**src/hdl/sdspi_ram.sv**
```systemverilog
`timescale 1ns / 1ps
`default_nettype none
// ----------------------------------------------------------------------------
// Generic single-port-write RAM
// One write port and one read port with registered read data.
// ----------------------------------------------------------------------------
module sdspi_ram #(
  parameter int unsigned WIDTH = 8,
  parameter int unsigned DEPTH = 512
) (
  input  wire logic                     clk_i,
  input  wire logic                     we_i,
  input  wire logic [$clog2(DEPTH)-1:0] waddr_i,
  input  wire logic [WIDTH-1:0]         wdata_i,
  input  wire logic [$clog2(DEPTH)-1:0] raddr_i,
  output logic      [WIDTH-1:0]         rdata_o
);

  logic [WIDTH-1:0] mem_q [DEPTH];

  always_ff @(posedge clk_i) begin
    if (we_i) begin
      mem_q[waddr_i] <= wdata_i;
    end
    rdata_o <= mem_q[raddr_i];
  end

endmodule : sdspi_ram
`default_nettype wire

```
**config.mk**
```make
export PLATFORM = sky130hd
export DESIGN_NAME = sdspi_ram
export DESIGN_NICKNAME = d
export VERILOG_FILES = /design/src/hdl/sdspi_ram.sv
export SDC_FILE = /design/constraint.sdc
export NUM_CORES = 2
export LEC_CHECK = 0
export BUFFER_PORTS_ARGS = -buffer_cell sky130_fd_sc_hd__buf_2
export CAP_MARGIN = 20
export CORE_ASPECT_RATIO = 1.25
export CORE_MARGIN = 10
export CORE_UTILIZATION = 63
export DETAILED_ROUTE_END_ITERATION = 10
export GPL_TIMING_DRIVEN = 1
export MAX_ROUTING_LAYER = met4
export PLACE_DENSITY = 0.8
export SLEW_MARGIN = 20
export SYNTH_ARGS = -nofsm -noshare
export SYNTH_HDL_FRONTEND = slang
export SYNTH_SLANG_ARGS = --single-unit
```
**constraint.sdc**
```tcl
create_clock -name clk_i -period 3.2 [get_ports clk_i]
set_input_delay 0.64 -clock clk_i [delete_from_list [all_inputs] [get_ports clk_i]]
set_output_delay 0.64 -clock clk_i [all_outputs]
set_load 0.01 [all_outputs]
```
==> run metrics <==
Post-CTS Hold Buffers=0; # H-tree levels=5; total power=109.1 mW; layout cells sized above 1=24.54%; worst-margin pin slew=1.116 ns; Overflow after GRT=0; First-pass DRT Iterations=8; Power per Cell Area=595.2 nW/um^2; Die H=583.3 um; Syn Area/Cell=19.92 um^2; DR vias=89430; initial antenna violation count=27; CP required=4.04 ns; Nets=9017; Setup CP Type=input port to flop; Clk pin slew, worst setup/hold paths=0.07 ns; sinks on the clock net=4104; final hold vios=0; M2 GR Usage=51.76%; Clock Path Buffers=4; port bufs=35; Startpoint Class=input port; final wirelength=443200 um; Overall Global Routing Usage=32.76%; FP Rows=206; Detailed Place HPWL=268300 um; register area share after synthesis=77.01%; post-synthesis net count=8058; routability cong.=0.9891; Yosys warnings=0; CTS tree=built; cell mode on critical path=buf_12; global-route wire length before repair=638300 um; Vias per Instance=7.063; area delta synth->final=14.65%; GR Layer Usage met1=39.72%; RSZ-0062 raised after global routing=false; Final Critical Period=3.106 ns; GR peak layer=met2; HP Class=input port to flop; CP max stage delay=0.61 ns; die area=274500 um^2; Finished Core Util=72.67%; Die Wd=470.6 um; DRT iter0 DRCs=13860; Core ar.=252300 um^2; crit-path cells=buf_8, or2_4, buf_12, buf_12, o221ai_1, o22ai_1, o21ai_0, nand4_1, nand2_1, o2111a_1; outcome=finished clean; Peak VDD IR=739.2 uV; Filler Cell Count=13320; Slew Limit Fails=0; endpoint class of the critical path=flop; Max Fclk=321.9 MHz; Setup Skew=0.05452 ns; DRT antenna net count=0; post-synthesis cell area=159900 um^2; vias in the first global route=90110; Root Driver=clkbuf_16; LEAKAGE=60.15 nW; CP arrival=3.94 ns; met3 usage=6.233%; largest net degree at the start of global routing=125; DRC=0; Worst Path Max Fanout=54; Slowest cell on crit path=nand4_1; Setup Viol. Count Final=0; Starting Density=63.38%; TritonCTS Buffers=372; Unique masters post-synth=51; Slew Limit Headroom=25.62%; Max-Cap Viols=0; boundary pin count=36; WL/cell=35.00 um; Yosys reg bits=4104; worst skew pair latency=0.92 ns; Tcrit/Tclk final=97.08%; Synth Instances=8030
==> power breakdown <==
group	switching [mW]	total (mW)	internal [mW]
clock	19.5	43.7	24.2
combinational	3.93	6.12	2.20
sequential	0.130	59.3	59.2
total	23.6	109	85.5
==> flip-flops by register name, summed over array words and instances (netlist names) <==
register / count
mem_q: 4096
rdata_o: 8
==> routing by layer <==
layer  wire, um  part of all wire [%]
met1     142900                    32
met2     216400                    49
met3      50500                    11
met4      33360                   7.5
met5          0                     0
==> synth_stat cells (all sizes together) <==
master	instances	area share, %
buf	248	1.2
dfxtp	8	0.10
inv	3	0.0070
nand2	111	0.26
mux2i	797	5.0
o211ai	2	0.0094
and3	4	0.016
or3	6	0.023
nor2	597	1.4
nor2b	6	0.023
nor3b	8	0.038
o221ai	372	2.0
edfxtp	4096	77
o22a	3	0.016
a22oi	61	0.29
and2	20	0.078
nor3	109	0.34
a22o	5	0.027
o2111a	8	0.056
o21ai	119	0.37
nand3	36	0.11
o311ai	6	0.033
mux4	654	9.2
nand4	32	0.13
a21oi	194	0.61
nand3b	1	0.0047
a221oi	1	0.0055
a2111oi	3	0.016
o41ai	7	0.038
nor4	36	0.14
a211oi	17	0.080
nand2b	4	0.016
o311a	1	0.0063
or2	5	0.020
clkbuf	265	0.62
o31ai	13	0.061
a211o	2	0.011
nor4b	1	0.0094
o22ai	163	0.64
a31oi	2	0.0078
and3b	4	0.022
==> final timing paths <==
check	startpoint	endpoint	slack [ns]	cells after the start
max	raddr_i[1]	rdata_o[6]$_DFF_P_	0.09	10
min	wdata_i[1]	mem_q[448][1]$_DFFE_PP_	0.20	1
max reg2reg	mem_q[170][5]$_DFFE_PP_	rdata_o[5]$_DFF_P_	0.35	9
min reg2reg	mem_q[332][0]$_DFFE_PP_	rdata_o[0]$_DFF_P_	1.24	6
==> metrics by stage <==
step	hold slack [ns]	TNS (ns)	instances	cell area, um^2	setup WS [ns]
floorplan	0.7389	0	8030	159900	0.5882
global placement	1.093	-3.754	11940	171600	-0.6065
detailed placement	1.100	-4.028	11940	171600	-0.6838
CTS	0.1549	0	12620	183200	0.1734
global route	0.1912	0	12650	183300	0.1280
finish	0.1984	0	12660	183400	0.09354
==> layout by cell type, fill, tap and decap left out, types with 9 or more instances in the layout <==
cell and instances:
a211oi_1 17, a21oi_1 194, a22oi_1 61, and2_1 19, buf_12 159, buf_2 23, buf_4 905, buf_8 9
bufinv_16 30, clkbuf_1 92, clkbuf_16 377, clkinv_1 86, clkinv_2 59, clkinvlp_4 10, diode_2 43, edfxtp_1 4096
mux2i_1 797, mux4_2 654, nand2_1 99, nand2_4 12, nand3_1 32, nand4_1 32, nor2_1 597, nor3_1 109
nor4_1 35, o21ai_0 118, o221ai_1 371, o22ai_1 163, o31ai_1 13
==> area by class of cell <==
class | count | area [um^2] | share of cell area [%]
flip-flops and latches | 4104 | 123200 | 67.17
multi-input cells | 3410 | 33980 | 18.53
repair buffers | 1098 | 10250 | 5.591
clock buffers | 471 | 9807 | 5.348
well taps | 3328 | 4164 | 2.271
clock inverters | 205 | 1877 | 1.024
diodes | 43 | 107.6 | 0.05868
inverters | 3 | 18.77 | 0.01024
==> cells by family after synthesis <==
kind of cell,synth area share (%)
mux,14.20
buf+inv,1.849
flops,77.01
compound gates,4.313
simple gates,2.631
==> critical path: cells and delay by family <==
family,cells,cell delay (ns)
AOI/OAI and AO/OA,4,1.32
buffers and inverters,3,0.53
and+or+nand+nor,3,1.36
==> repair_timing <==
action | 4_1_cts | 5_1_grt
resized for setup | 0 | 1
buffers inserted | 0 | 0
endpoints found under the setup margin | 0 | 1
No activity file was read; power rests on OpenSTA's default activity.
